$ cat src/hdl/ptq_pkg.sv
// ----------------------------------------------------------------------------
// ptq_pkg
// Field widths, operation and status codes, control/status bundles.
// ----------------------------------------------------------------------------
`default_nettype none

package ptq_pkg;

    localparam int KIND_W   = 2;
    localparam int TAG_W    = 16;
    localparam int PRIO_W   = 8;
    localparam int STATUS_W = 2;
    localparam int COUNT_W  = 5;
    localparam int S_DATA_W = 24;
    localparam int M_DATA_W = 32;

    localparam logic [KIND_W-1:0] KIND_PUSH_TAIL = 2'd0;
    localparam logic [KIND_W-1:0] KIND_PUSH_PRIO = 2'd1;
    localparam logic [KIND_W-1:0] KIND_POP       = 2'd2;
    localparam logic [KIND_W-1:0] KIND_CLEAR     = 2'd3;

    localparam logic [STATUS_W-1:0] ST_DONE  = 2'd0;
    localparam logic [STATUS_W-1:0] ST_FULL  = 2'd1;
    localparam logic [STATUS_W-1:0] ST_EMPTY = 2'd2;

    typedef struct packed {
        logic load_op;
        logic decode;
        logic pop_take;
        logic scan_step;
        logic load_result;
    } cmd_t;

    typedef struct packed {
        logic [KIND_W-1:0] kind;
        logic              full;
        logic              empty;
        logic              scan_end;
    } sts_t;

endpackage

`default_nettype wire

$ cat src/hdl/priority_task_queue.sv
// ----------------------------------------------------------------------------
// priority_task_queue
// Priority task queue: tail push, priority insert, pop head, clear.
// ----------------------------------------------------------------------------
// One operation is in flight at a time and every beat in gives one beat out.
// Entries live in a circular buffer in a single-port-read, single-port-write
// RAM, so pop moves the head pointer instead of shifting. After accept and
// decode, clear, tail push and rejected operations go straight to result
// load, pop first takes the head entry, and priority push first runs the
// insertion ripple that reads one RAM entry per cycle from the head to the
// tail and rewrites the entries from the insertion point on. The next beat
// is taken in the cycle after the result is loaded into the output
// register, while that result may still be waiting on m_tready.
`default_nettype none

module priority_task_queue #(
    parameter int DEPTH     = 16,
    parameter int PRIO_BITS = 8,
    parameter int TAG_BITS  = 16
) (
    input  wire logic                          clk,
    input  wire logic                          rst_n,
    input  wire logic                          s_tvalid,
    output logic                               s_tready,
    input  wire logic [ptq_pkg::S_DATA_W-1:0]  s_tdata,  // task_tag, priority_req
    input  wire logic [ptq_pkg::KIND_W-1:0]    s_tuser,  // kind
    output logic                               m_tvalid,
    input  wire logic                          m_tready,
    output logic      [ptq_pkg::M_DATA_W-1:0]  m_tdata,  // out_tag, out_priority,
                                                          // count, is_empty, pad
    output logic      [ptq_pkg::STATUS_W-1:0]  m_tuser   // status
);

    ptq_pkg::cmd_t cmd;
    ptq_pkg::sts_t sts;

    ptq_ctrl u_ctrl (
        .clk      (clk),
        .rst_n    (rst_n),
        .s_tvalid (s_tvalid),
        .s_tready (s_tready),
        .m_tvalid (m_tvalid),
        .m_tready (m_tready),
        .sts      (sts),
        .cmd      (cmd)
    );

    ptq_dpath #(
        .DEPTH     (DEPTH),
        .PRIO_BITS (PRIO_BITS),
        .TAG_BITS  (TAG_BITS)
    ) u_dpath (
        .clk     (clk),
        .rst_n   (rst_n),
        .cmd     (cmd),
        .sts     (sts),
        .s_tdata (s_tdata),
        .s_tuser (s_tuser),
        .m_tdata (m_tdata),
        .m_tuser (m_tuser)
    );

endmodule

`default_nettype wire

$ cat src/hdl/ptq_ram.sv
// ----------------------------------------------------------------------------
// ptq_ram
// Simple dual-port RAM, one write and one registered read per cycle.
// ----------------------------------------------------------------------------
`default_nettype none

module ptq_ram #(
    parameter int WIDTH = 24,
    parameter int DEPTH = 16
) (
    input  wire logic                     clk,
    input  wire logic                     we,
    input  wire logic [$clog2(DEPTH)-1:0] waddr,
    input  wire logic [WIDTH-1:0]         wdata,
    input  wire logic [$clog2(DEPTH)-1:0] raddr,
    output logic      [WIDTH-1:0]         rdata
);

    logic [WIDTH-1:0] mem [DEPTH];

    always_ff @(posedge clk)
    begin
        if (we)
        begin
            mem[waddr] <= wdata;
        end
        rdata <= mem[raddr];
    end

endmodule

`default_nettype wire

$ cat src/hdl/ptq_ctrl.sv
// ----------------------------------------------------------------------------
// ptq_ctrl
// Operation sequencer: accept, decode, scan or pop where needed, then result beat.
// ----------------------------------------------------------------------------
`default_nettype none

module ptq_ctrl (
    input  wire logic          clk,
    input  wire logic          rst_n,
    input  wire logic          s_tvalid,
    output logic               s_tready,
    output logic               m_tvalid,
    input  wire logic          m_tready,
    input  wire ptq_pkg::sts_t sts,
    output ptq_pkg::cmd_t      cmd
);

    localparam logic [2:0] S_IDLE   = 3'd0;
    localparam logic [2:0] S_DECODE = 3'd1;
    localparam logic [2:0] S_SCAN   = 3'd2;
    localparam logic [2:0] S_POP    = 3'd3;
    localparam logic [2:0] S_RESULT = 3'd4;

    logic [2:0] state_reg;
    logic [2:0] state_next;
    logic       out_valid_reg;
    logic       out_valid_next;

    always_comb
    begin
        cmd        = '0;
        state_next = state_reg;
        case (state_reg)
            S_IDLE:
            begin
                if (s_tvalid)
                begin
                    cmd.load_op = 1'b1;
                    state_next  = S_DECODE;
                end
            end
            S_DECODE:
            begin
                cmd.decode = 1'b1;
                if (sts.kind inside {ptq_pkg::KIND_PUSH_TAIL, ptq_pkg::KIND_PUSH_PRIO})
                begin
                    if (sts.full || sts.kind == ptq_pkg::KIND_PUSH_TAIL)
                    begin
                        state_next = S_RESULT;
                    end
                    else
                    begin
                        state_next = S_SCAN;
                    end
                end
                else if (sts.kind == ptq_pkg::KIND_POP && !sts.empty)
                begin
                    state_next = S_POP;
                end
                else
                begin
                    state_next = S_RESULT;
                end
            end
            S_SCAN:
            begin
                cmd.scan_step = 1'b1;
                if (sts.scan_end)
                begin
                    state_next = S_RESULT;
                end
            end
            S_POP:
            begin
                cmd.pop_take = 1'b1;
                state_next   = S_RESULT;
            end
            S_RESULT:
            begin
                if (!out_valid_reg || m_tready)
                begin
                    cmd.load_result = 1'b1;
                    state_next      = S_IDLE;
                end
            end
            default:
            begin
                state_next = S_IDLE;
            end
        endcase
    end

    always_comb
    begin
        if (cmd.load_result)
        begin
            out_valid_next = 1'b1;
        end
        else if (m_tready)
        begin
            out_valid_next = 1'b0;
        end
        else
        begin
            out_valid_next = out_valid_reg;
        end
    end

    always_ff @(posedge clk or negedge rst_n)
    begin
        if (!rst_n)
        begin
            state_reg     <= S_IDLE;
            out_valid_reg <= 1'b0;
        end
        else
        begin
            state_reg     <= state_next;
            out_valid_reg <= out_valid_next;
        end
    end

    assign s_tready = (state_reg == S_IDLE);
    assign m_tvalid = out_valid_reg;

endmodule

`default_nettype wire

$ cat src/hdl/ptq_dpath.sv
// ----------------------------------------------------------------------------
// ptq_dpath
// Circular queue in RAM with head/occupancy, insertion ripple, result regs.
// ----------------------------------------------------------------------------
`default_nettype none

module ptq_dpath #(
    parameter int DEPTH     = 16,
    parameter int PRIO_BITS = 8,
    parameter int TAG_BITS  = 16
) (
    input  wire logic                          clk,
    input  wire logic                          rst_n,
    input  wire ptq_pkg::cmd_t                 cmd,
    output ptq_pkg::sts_t                      sts,
    input  wire logic [ptq_pkg::S_DATA_W-1:0]  s_tdata,
    input  wire logic [ptq_pkg::KIND_W-1:0]    s_tuser,
    output logic      [ptq_pkg::M_DATA_W-1:0]  m_tdata,
    output logic      [ptq_pkg::STATUS_W-1:0]  m_tuser
);

    localparam int IDX_W   = (DEPTH > 1) ? $clog2(DEPTH) : 1;
    localparam int CNT_W   = $clog2(DEPTH + 1);
    localparam int SUM_W   = IDX_W + 1;
    localparam int ENTRY_W = TAG_BITS + PRIO_BITS;
    localparam int PAD_W   = ptq_pkg::M_DATA_W - ptq_pkg::TAG_W - ptq_pkg::PRIO_W
                             - ptq_pkg::COUNT_W - 1;

    function automatic logic [IDX_W-1:0] wrap_idx(input logic [IDX_W-1:0] base,
                                                  input logic [CNT_W-1:0] ofs);
        logic [SUM_W-1:0] sum;
        sum = SUM_W'(base) + SUM_W'(ofs);
        if (sum >= SUM_W'(DEPTH))
        begin
            sum = sum - SUM_W'(DEPTH);
        end
        return IDX_W'(sum);
    endfunction

    logic [ptq_pkg::KIND_W-1:0]   kind_reg;
    logic [TAG_BITS-1:0]          tag_reg;
    logic [PRIO_BITS-1:0]         prio_reg;
    logic [TAG_BITS-1:0]          carry_tag_reg;
    logic [PRIO_BITS-1:0]         carry_prio_reg;
    logic [TAG_BITS-1:0]          res_tag_reg;
    logic [PRIO_BITS-1:0]         res_prio_reg;
    logic [ptq_pkg::STATUS_W-1:0] status_reg;
    logic [ptq_pkg::STATUS_W-1:0] status_next;
    logic [ptq_pkg::M_DATA_W-1:0] m_tdata_reg;
    logic [ptq_pkg::STATUS_W-1:0] m_tuser_reg;
    logic [IDX_W-1:0]             head_reg;
    logic [CNT_W-1:0]             occ_reg;
    logic [CNT_W-1:0]             idx_reg;
    logic                         found_reg;

    logic                         full;
    logic                         empty;
    logic                         scan_end;
    logic                         hit;
    logic [TAG_BITS-1:0]          rd_tag;
    logic [PRIO_BITS-1:0]         rd_prio;

    logic                         mem_we;
    logic [IDX_W-1:0]             mem_waddr;
    logic [ENTRY_W-1:0]           mem_wdata;
    logic [IDX_W-1:0]             mem_raddr;
    logic [ENTRY_W-1:0]           mem_rdata;

    ptq_ram #(
        .WIDTH (ENTRY_W),
        .DEPTH (DEPTH)
    ) u_ram (
        .clk   (clk),
        .we    (mem_we),
        .waddr (mem_waddr),
        .wdata (mem_wdata),
        .raddr (mem_raddr),
        .rdata (mem_rdata)
    );

    assign rd_tag   = mem_rdata[ENTRY_W-1:PRIO_BITS];
    assign rd_prio  = mem_rdata[PRIO_BITS-1:0];
    assign full     = (occ_reg == CNT_W'(DEPTH));
    assign empty    = (occ_reg == '0);
    assign scan_end = (idx_reg == occ_reg);
    assign hit      = found_reg || (rd_prio < prio_reg);

    assign sts.kind     = kind_reg;
    assign sts.full     = full;
    assign sts.empty    = empty;
    assign sts.scan_end = scan_end;

    // insertion ripple: read entry idx+1 while writing the carried entry at idx from the insertion point on
    always_comb
    begin
        mem_we    = 1'b0;
        mem_waddr = wrap_idx(head_reg, occ_reg);
        mem_wdata = {tag_reg, prio_reg};
        mem_raddr = head_reg;
        if (cmd.decode && kind_reg == ptq_pkg::KIND_PUSH_TAIL && !full)
        begin
            mem_we = 1'b1;
        end
        if (cmd.scan_step)
        begin
            mem_waddr = wrap_idx(head_reg, idx_reg);
            mem_wdata = {carry_tag_reg, carry_prio_reg};
            mem_raddr = wrap_idx(head_reg, CNT_W'(idx_reg + 1'b1));
            mem_we    = scan_end || hit;
        end
    end

    always_comb
    begin
        status_next = ptq_pkg::ST_DONE;
        case (kind_reg)
            ptq_pkg::KIND_PUSH_TAIL, ptq_pkg::KIND_PUSH_PRIO:
            begin
                if (full)
                begin
                    status_next = ptq_pkg::ST_FULL;
                end
            end
            ptq_pkg::KIND_POP:
            begin
                if (empty)
                begin
                    status_next = ptq_pkg::ST_EMPTY;
                end
            end
            default:
            begin
                status_next = ptq_pkg::ST_DONE;
            end
        endcase
    end

    always_ff @(posedge clk or negedge rst_n)
    begin
        if (!rst_n)
        begin
            head_reg  <= '0;
            occ_reg   <= '0;
            idx_reg   <= '0;
            found_reg <= 1'b0;
        end
        else
        begin
            if (cmd.decode)
            begin
                case (kind_reg)
                    ptq_pkg::KIND_CLEAR:
                    begin
                        occ_reg <= '0;
                    end
                    ptq_pkg::KIND_PUSH_TAIL:
                    begin
                        if (!full)
                        begin
                            occ_reg <= occ_reg + 1'b1;
                        end
                    end
                    ptq_pkg::KIND_PUSH_PRIO:
                    begin
                        idx_reg   <= '0;
                        found_reg <= 1'b0;
                    end
                    default:
                    begin
                        found_reg <= found_reg;
                    end
                endcase
            end
            if (cmd.scan_step)
            begin
                if (scan_end)
                begin
                    occ_reg <= occ_reg + 1'b1;
                end
                else
                begin
                    found_reg <= hit;
                    idx_reg   <= idx_reg + 1'b1;
                end
            end
            if (cmd.pop_take)
            begin
                head_reg <= wrap_idx(head_reg, CNT_W'(1));
                occ_reg  <= occ_reg - 1'b1;
            end
        end
    end

    always_ff @(posedge clk)
    begin
        if (cmd.load_op)
        begin
            kind_reg <= s_tuser;
            tag_reg  <= TAG_BITS'(s_tdata[ptq_pkg::TAG_W-1:0]);
            prio_reg <= PRIO_BITS'(s_tdata[ptq_pkg::S_DATA_W-1:ptq_pkg::TAG_W]);
        end
        if (cmd.decode)
        begin
            status_reg     <= status_next;
            res_tag_reg    <= '0;
            res_prio_reg   <= '0;
            carry_tag_reg  <= tag_reg;
            carry_prio_reg <= prio_reg;
        end
        if (cmd.scan_step && !scan_end && hit)
        begin
            carry_tag_reg  <= rd_tag;
            carry_prio_reg <= rd_prio;
        end
        if (cmd.pop_take)
        begin
            res_tag_reg  <= rd_tag;
            res_prio_reg <= rd_prio;
        end
        if (cmd.load_result)
        begin
            m_tdata_reg <= {PAD_W'(0),
                            empty,
                            ptq_pkg::COUNT_W'(occ_reg),
                            ptq_pkg::PRIO_W'(res_prio_reg),
                            ptq_pkg::TAG_W'(res_tag_reg)};
            m_tuser_reg <= status_reg;
        end
    end

    assign m_tdata = m_tdata_reg;
    assign m_tuser = m_tuser_reg;

endmodule

`default_nettype wire

$ cat config.mk
export PLATFORM = sky130hd
export DESIGN_NAME = priority_task_queue
export DESIGN_NICKNAME = d
export VERILOG_FILES = /design/src/hdl/ptq_pkg.sv /design/src/hdl/priority_task_queue.sv /design/src/hdl/ptq_ram.sv /design/src/hdl/ptq_ctrl.sv /design/src/hdl/ptq_dpath.sv
export SDC_FILE = /design/constraint.sdc
export NUM_CORES = 1
export LEC_CHECK = 0
export BUFFER_PORTS_ARGS = -buffer_cell sky130_fd_sc_hd__buf_2
export CAP_MARGIN = 20
export CORE_MARGIN = 1
export CORE_UTILIZATION = 62
export DETAILED_ROUTE_END_ITERATION = 7
export PLACE_DENSITY = 0.79
export SLEW_MARGIN = 15
export SYNTH_ARGS = -nofsm -noshare
export SYNTH_HDL_FRONTEND = slang
export SYNTH_SLANG_ARGS = --single-unit
$ cat constraint.sdc
create_clock -name clk -period 6.82 [get_ports clk]
set_input_delay 0.682 -clock clk [delete_from_list [all_inputs] [get_ports clk]]
set_output_delay 0.682 -clock clk [all_outputs]
set_load 0.01 [all_outputs]
Word level (Yosys, flattened, before mapping)
Memory sizes are Yosys's and may differ from the RTL's. A register that Yosys moved wholly into a read port is not among the register bits.
Cells that the tools add are included.
- bits in registers: 127
- RAM bits: 384
- bits of input ports: 30
- output and inout port bits: 36
- word-level logic and storage cells: 119
- memories kept: 1
- add/subtract/negate cells: 11
- magnitude comparators: 5
- equal/unequal tests: 12
- mux-type cells: 52
- reduce and logical (&&, ||, !) cells: 22
- memories (memory ; words ; width ; read ports ; clocked after Yosys merged registers in ; write ports ; line ; RTL):
    u_dpath.u_ram.mem ; 16 ; 24 ; 1 ; 1 ; 1 ; ptq_ram.sv:19 ; logic [WIDTH-1:0] mem [DEPTH];
- operators by type and width (cell ; count):
    16-bit two-way mux ; 4
    5-bit two-way mux ; 9
    8-bit two-way mux ; 4
    24-bit two-way mux ; 1
    4-bit two-way mux ; 6
    5-bit greater-or-equal comparator (second input constant) ; 4
    1-bit two-way mux ; 18
    3-bit two-way mux ; 6
    4-bit by 1-bit subtractor with 4-bit output (second input constant) ; 4
    4-bit by 5-bit adder with 5-bit output ; 3
    3-bit case mux with 5 select lines ; 1
    5-bit by 1-bit adder with 5-bit output (second input constant) ; 2
    5-bit case mux with 2 select lines ; 1
    8-bit < comparator ; 1
    2-bit nonzero test ; 4
    3-bit by 2-bit equality test with 1-bit output (second input constant) ; 2
    4-bit by 1-bit adder with 5-bit output (second input constant) ; 1
    5-bit equality test ; 1
    5-bit equality test (second input constant) ; 1
    1-bit logical AND ; 5
    5-bit zero test ; 1
    5-bit by 1-bit subtractor with 5-bit output (second input constant) ; 1
    2-bit equality test (second input constant) ; 2
    1-bit zero test ; 4
    other kinds (12) ; 16

Longest topological paths before layout
Gate-level depths: netlist (run 1).
- depth after elaboration: 8
- gate-level depth with buffers: 15
- gate-level depth less buffers: 10

Cells and area by module
From an unflattened synthesis (run 1), not the netlist that was laid out.
- cells, all modules: 1043
- area total of the unflattened synthesis: 20890.0 µm²
- modules (own cells, without submodules) (module ; instances ; cells an instance ; area each (µm²) ; seq. area each (µm²)):
    ptq_ram ; 1 ; 636 ; 14930.6 ; 12011.5
    ptq_dpath ; 1 ; 378 ; 5695.5 ; 3618.5
    ptq_ctrl ; 1 ; 29 ; 264.0 ; 100.1

Least setup slack after synthesis (run 1)
Ideal clock, no wire load.
- path kind: register to register
- from: register u_ctrl.state_reg[0]
- to: memory u_dpath.u_ram.mem[0][0] (enable)
- setup time: 475 ps
- arrival time: 5210 ps
- required time: 6345 ps
- path slack: 1135 ps
- stages on the path, launching flop included: 14
- buffers on the path: 5
- period minus slack after synthesis: 5685 ps
- cell sequence: dfrtp_1 -> buf_6 -> or3b_1 -> buf_2 -> buf_2 -> buf_1 -> buf_1 -> nand2_1 -> nand2_1 -> ha_1 -> a21oi_1 -> xor2_1 -> xnor2_1 -> nor4b_1
- longest elaborated chain between the ends: 8
- elaborated cells on any way between the ends: 11
- those cells by class: 2 x eq/ne; 7 x mux; 2 x reduce/logical
- RTL lines (what ; line ; RTL):
    from (decl) ; ptq_ctrl.sv:24 ; logic [2:0] state_reg;
    from (signal assigned) ; ptq_ctrl.sv:118 ; state_reg <= state_next;
    3-bit by 1-bit equality test with 1-bit output ; ptq_ctrl.sv:33 ; case (state_reg)
    1-bit two-way mux ; ptq_ctrl.sv:33 ;
    1-bit logical AND (2 in series) ; ptq_dpath.sv:100 ; if (cmd.decode && kind_reg == ptq_pkg::KIND_PUSH_TAIL && !full)
    1-bit two-way mux ; ptq_dpath.sv:100 ;
    1-bit two-way mux ; ptq_dpath.sv:104 ; if (cmd.scan_step)
    1-bit two-way mux ; ptq_ram.sv:23 ; if (we)
    1-bit two-way mux (implied by the code) ; ptq_ram.sv:25 ; mem[waddr] <= wdata;
    to (decl) ; ptq_ram.sv:19 ;
Several ways; a longest one is shown, not always the timed one.

Final worst setup path (run 1)
- from: register u_ctrl.state_reg[0]
- to: memory u_dpath.u_ram.mem[14][17] (enable)
Same word-level chain as after synthesis.

==> flow_metrics.py, run 1 <==
metrics = {
    "grt": {
        "grt_pass1_wl_um": 74200,
        "grt_max_degree": 122,
        "grt_overflow_total": 0,
        "grt_pass1_vias": 12746,
        "antenna_found_initial": 2,
        "gr-usage-all-layers_pct": 27.9,
    },
    "placed_design": {
        "port_buffers": 63,
        "pre_cts_ws_ns": 2.10,
        "post-place-cells": 2007,
        "gp_congestion": 0.889,
        "placed_area_mm2": 0.0224,
        "dp_hpwl_um": 28300,
    },
    "clock_tree": {
        "cts.htree.levels": 2,
        "ctsResizeCount": 0,
        "tritoncts": "done",
        "clock_latency_ns": 0.57,
        "path_clk_slew_ns": 0.07,
        "cts_sinks": 535,
        "cts_hold_buf": 0,
        "postCtsSetupBuffers": 0,
        "numCtsBuffers": 51,
        "root_buffer": "clkbuf_16",
        "cts_buffer_depth": 3,
    },
    "cells_and_area": {
        "area_growth_pct": 12.4,
        "ff_latch_area_mm2": 0.0157,
        "fin_cells": 2103,
        "nNetsFinal": 1667,
        "layout-drive-gt1-share_pct": 14.4,
        "mostFrequentLayoutCell": "edfxtp_1",
        "diodes": 0,
        "multi_input_area_mm2": 0.00533,
        "n_fill_cell": 2026,
        "layout_common_cells": "edfxtp_1, nand2_1, a21oi_1",
        "finalInstanceArea_mm2": 0.0241,
        "largest_register_ffs": 384,
    },
    "synth": {
        "ys_async_sr_fraction_pct": 3.55,
        "synth_top_area_share_pct": 68.9,
        "synth_cells": 1539,
        "synth_edf_count": 492,
        "dominantRegCellSynth": "edfxtp_1",
        "yosys_warnings": 0,
        "yosysTopAreaCell": "edfxtp_1",
        "synth.avg_cell_area_um2": 13.9,
        "synth_area_leaders": "edfxtp_1, nand2_1, mux2i_1, a21oi_1, dfxtp_1",
        "seq_area_frac_synth_pct": 73.4,
        "syn_area_mm2": 0.0214,
        "ys_ff_latch": 535,
        "synth.distinct_cells": 53,
    },
    "sta": {
        "timing.final.ws_setup_ns": 2.07,
        "finalHoldViolations": 0,
        "timing.final.crit_share_pct": 69.7,
        "fin_skew_ns": 0.0242,
        "fmax_mhz": 210,
        "finalSetupTns_ns": 0,
        "worstMarginPinSlew_ns": 1.13,
        "drv_slew": 0,
        "rsz0062_at_grt": "false",
        "setup_violations": 0,
        "maxSlewHeadroom_pct": 24.6,
        "fin_crit_ns": 4.75,
    },
    "status": {
        "outcome": "finished clean",
    },
    "hold_path": {
        "hold_path.class": "primary input to async pin",
    },
    "power_and_ir_drop": {
        "switchingPower_mw": 3.76,
        "p_per_area_mw_per_mm2": 451,
        "p_int_mw": 7.11,
        "p_seq_share_pct": 43.8,
        "power_frac_comb_pct": 30.1,
        "pwr-share-clk_pct": 26.0,
        "swShare_pct": 34.6,
        "power.leakage_nw": 8.76,
        "ir_drop_mv": 0.351,
    },
    "setup_path": {
        "max_stage_delay_ns": 0.92,
        "crit_path_end_kind": "flip-flop",
        "slowest_stage": "nor3b_2",
        "crit_arrival_ns": 5.00,
        "worst-setup-path-type": "flip-flop to flip-flop",
        "critPathBufInv": 3,
        "crit_fanout": 37,
        "start_kind": "flip-flop",
        "critPathRequiredTime_ns": 7.07,
        "path_cells": "nor3b_4 > buf_4 > nand2_1 > nand2_1 > ha_1 > a21oi_1 > xor2_1 > xnor2_1 > buf_4 > nor3b_2 > buf_4",
        "cp_common_cell": "buf_4",
        "critical-path-top-delay-family": "simple AND/OR/NAND/NOR gates",
    },
    "route": {
        "vias": 13078,
        "antenna_violating_nets_post_route": 0,
        "drt-total-wl_um": 48800,
        "drtIter0Drc": 1573,
        "dr.pass1.iters": 6,
        "viasPerCell": 6.22,
        "wl_per_cell_um": 23.2,
        "remaining_drc_errors": 0,
    },
    "flow_run": {
        "drv_cap": 0,
    },
    "die": {
        "dieWidth_um": 188,
        "start_util_pct": 63.4,
        "rows": 67,
        "pin_count": 66,
        "fp.dieH_um": 188,
        "core_area_mm2": 0.0338,
        "die_area_mm2": 0.0353,
    },
}
-- cell type report --
cell class	instances	share of cell area [%]
flip-flops and latches	535	65.3
multi-input cells	893	22.1
clock buffers	72	5.92
repair buffers	110	2.91
well taps	448	2.33
clock inverters	23	1.12
inverters	22	0.343
-- cell usage after synthesis, types with 24 or more instances --
cell type and n:
edfxtp_1 492, a21oi_1 107, nand2_1 327, buf_2 34, dfxtp_1 24, nor3_1 37, nand3_1 82, mux2_2 26
nor2_1 26, a22oi_1 24, o22ai_1 29, clkbuf_1 35, mux2i_1 82, and3_1 27
-- routing by layer --
layer	vias up	part of all wire (%)	global-route usage [%]
met1	6372	39	38.8
met4	0	2.6	9.47
met2	800	48	45.0
li1	5807	-	-
met5	-	0	0
met3	99	10	5.02
-- stage by stage --
step                hold slack (ns)  total power [mW]  utilization (%)
floorplan                     0.386              6.88                -
global placement              0.400              7.86             66.2
detailed placement            0.405              8.00             66.3
CTS                          0.0764              10.8             71.3
global route                 0.0967              11.3             71.3
finish                       0.0773              10.9             71.3
-- worst paths after layout --
path,end,cells after the start,slack (ns),start
max,u_dpath.u_ram.mem[14][17],11,2.07,u_ctrl.state_reg[0]
min,u_dpath.idx_reg[0],1,0.08,rst_n
max in group asynchronous,u_dpath.occ_reg[1],1,6.42,rst_n
min reg2reg,u_dpath.m_tdata[15],0,0.42,u_dpath.res_tag_reg[15]
min in group clk,u_dpath.tag_reg[8],1,0.30,s_tdata[8]
max reg2reg,u_dpath.u_ram.mem[14][17],11,2.07,u_ctrl.state_reg[0]
-- logic make-up (layout without fill, tap and decap cells) --
family,after synthesis,after routing,share of synthesized area (%)
AO/OA/AOI/OAI,203,203,5.48
adder cells (fa/ha/maj),24,24,1.47
flip-flops,535,535,73.4
buffers and inverters,112,227,2.49
XOR/XNOR,20,20,0.852
AND/OR/NAND/NOR,535,535,11.0
multiplexers,109,109,5.25
other,1,2,0.0175
-- power groups by stage --
stage / clock network, mW / logic, mW / registers (mW)
after floorplan: 0 / 2.24 / 4.64
after global routing: 2.97 / 3.55 / 4.79
final: 2.83 / 3.27 / 4.76
after CTS: 2.85 / 3.23 / 4.75
after detailed placement: 0 / 3.19 / 4.80
after global placement: 0 / 3.08 / 4.78
(Power assumes the default switching activity.)
==> inputs of run 2 (changes only) <==
CORE_UTILIZATION = 56   (was 62)
PLACE_DENSITY = 0.76   (was 0.79)
clock period = 3.8 ns   (was 6.82 ns; I/O delays follow)
==> run 2 against run 1 <==
Critical path depth unchanged. Die area increased by 11%. Clock skew decreased by 0.0055 ns. Register-to-register slack got worse by 1.8 ns. Final area increased by 3.0%. Utilization decreased by 5.4 points. Critical endpoint is now u_dpath.u_ram.mem[3][10].
==> flow_metrics.py, run 2 (synthesis gave the netlist of run 1 again) <==
metrics = {
    "status": {
        "outcome": "finished clean",
    },
    "clock_tree": {
        "cts_buffer_depth": 3,
        "tritoncts": "done",
        "cts.htree.levels": 2,
        "ctsResizeCount": 0,
        "numCtsBuffers": 51,
        "postCtsSetupBuffers": 0,
        "cts_sinks": 535,
        "clock_latency_ns": 0.59,
        "root_buffer": "clkbuf_16",
        "cts_hold_buf": 27,
        "path_clk_slew_ns": 0.06,
    },
    "sta": {
        "fin_skew_ns": 0.0187,
        "worstMarginPinSlew_ns": 1.07,
        "timing.final.ws_setup_ns": 0.266,
        "finalHoldViolations": 0,
        "rsz0062_at_grt": "false",
        "timing.final.crit_share_pct": 93.0,
        "whs_ns": 0.128,
        "fin_crit_ns": 3.53,
        "fmax_mhz": 283,
        "drv_slew": 0,
        "maxSlewHeadroom_pct": 28.4,
        "setup_violations": 0,
    },
    "placed_design": {
        "post-place-cells": 2098,
        "port_buffers": 63,
        "gp_congestion": 0.835,
        "pre_cts_ws_ns": 0.289,
        "dp_hpwl_um": 29400,
    },
    "cells_and_area": {
        "layout_common_cells": "edfxtp_1, nand2_1, a21oi_1",
        "layout-drive-gt1-share_pct": 15.5,
        "mostFrequentLayoutCell": "edfxtp_1",
        "fin_cells": 2219,
        "diodes": 0,
        "area_growth_pct": 15.8,
        "utilization_pct": 65.9,
        "n_fill_cell": 2539,
        "nNetsFinal": 1721,
        "largest_register_ffs": 384,
    },
    "grt": {
        "antenna_found_initial": 1,
        "grt_overflow_total": 0,
        "gr-usage-all-layers_pct": 25.8,
        "grt_pass1_vias": 13000,
        "grt_pass1_wl_um": 74900,
        "grt_max_degree": 68,
    },
    "route": {
        "top_layer": "met4",
        "dr_wl_met3_um": 4740,
        "antenna_violating_nets_post_route": 0,
        "wl_met2_um": 22700,
        "drtIter0Drc": 1533,
        "viasPerCell": 5.95,
        "m1WireLength_um": 20100,
        "drt-total-wl_um": 49000,
        "wl_per_cell_um": 22.1,
        "dr.pass1.iters": 5,
        "remaining_drc_errors": 0,
        "vias": 13198,
    },
    "setup_path": {
        "start_kind": "flip-flop",
        "slowest_stage": "dfrtp_1",
        "cp_common_cell": "buf_4",
        "crit_fanout": 15,
        "max_stage_delay_ns": 0.54,
        "critPathRequiredTime_ns": 4.05,
        "reg2reg_slack_ns": 0.27,
        "path_cells": "nor3b_4 > buf_4 > a21o_1 > ha_1 > a21o_1 > a21oi_2 > xor2_1 > xnor2_2 > buf_4 > nor3b_4 > buf_4",
        "crit_arrival_ns": 3.78,
        "crit_path_end_kind": "flip-flop",
        "worst-setup-path-type": "flip-flop to flip-flop",
    },
    "power_and_ir_drop": {
        "power.leakage_nw": 9.11,
        "p_per_area_mw_per_mm2": 799,
        "report.power.total_mw": 19.8,
        "ir_drop_mv": 0.455,
    },
    "flow_run": {
        "drv_cap": 0,
    },
    "die": {
        "fp.dieH_um": 198,
        "dieWidth_um": 198,
        "pin_count": 66,
        "rows": 71,
        "core_area_mm2": 0.0377,
        "start_util_pct": 56.9,
        "die_area_mm2": 0.0391,
    },
    "hold_path": {
        "hold_path.class": "primary input to flip-flop",
    },
}
==> run 2: final cells by class <==
cell class	count	area (um^2)	area share (%)
clock buffers	79	1460	5.89
well taps	511	639	2.58
inverters	22	82.6	0.333
repair buffers	164	1290	5.20
flip-flops and latches	535	15700	63.4
multi-input cells	893	5450	22.0
clock inverters	15	168	0.675
==> run 2: path summary, 6_finish.rpt <==
| path | from | cells past startpoint | end |
|---|---|---|---|
| worst max-delay path | u_ctrl.state_reg[1] | 11 | u_dpath.u_ram.mem[3][10] |
| worst min-delay path | m_tready | 3 | u_ctrl.m_tvalid |
| worst max register to register | u_ctrl.state_reg[1] | 11 | u_dpath.u_ram.mem[3][10] |
| worst min register to register | u_dpath.res_tag_reg[11] | 0 | u_dpath.m_tdata[11] |
| max in group asynchronous | rst_n | 2 | u_dpath.occ_reg[2] |
| min in group asynchronous | rst_n | 2 | u_ctrl.state_reg[0] |
==> run 2: layer usage <==
layer / vias to the layer above / global-route usage (%)
met4: 0 / 9.45
met5: - / 0
met2: 674 / 40.6
met1: 6490 / 35.7
li1: 5927 / -
met3: 107 / 5.17
==> run 2: through the flow <==
step	setup TNS, ns	instance area [um^2]
after floorplan	-0.150	21700
after global placement	0	22900
after detailed placement	0	22900
after CTS	0	24800
after global routing	0	24800
final	0	24800
==> run 2: power by group <==
| part | switching [mW] | internal (mW) | leakage (nW) |
|---|---|---|---|
| clock | 2.08 | 2.85 | 0.796 |
| combinational | 4.36 | 2.15 | 3.39 |
| sequential | 0.459 | 7.93 | 4.92 |
| total | 6.90 | 12.9 | 9.11 |
==> run 2: worst max-delay path: cells and delay by family (launching register included) <==
family | cells | cell delay [ns]
buffers and inverters | 3 | 0.89
flip-flops | 1 | 0.54
AND/OR/NAND/NOR | 2 | 0.60
XOR/XNOR | 2 | 0.42
AO/OA/AOI/OAI | 3 | 0.50
adder cells (fa/ha/maj) | 1 | 0.23
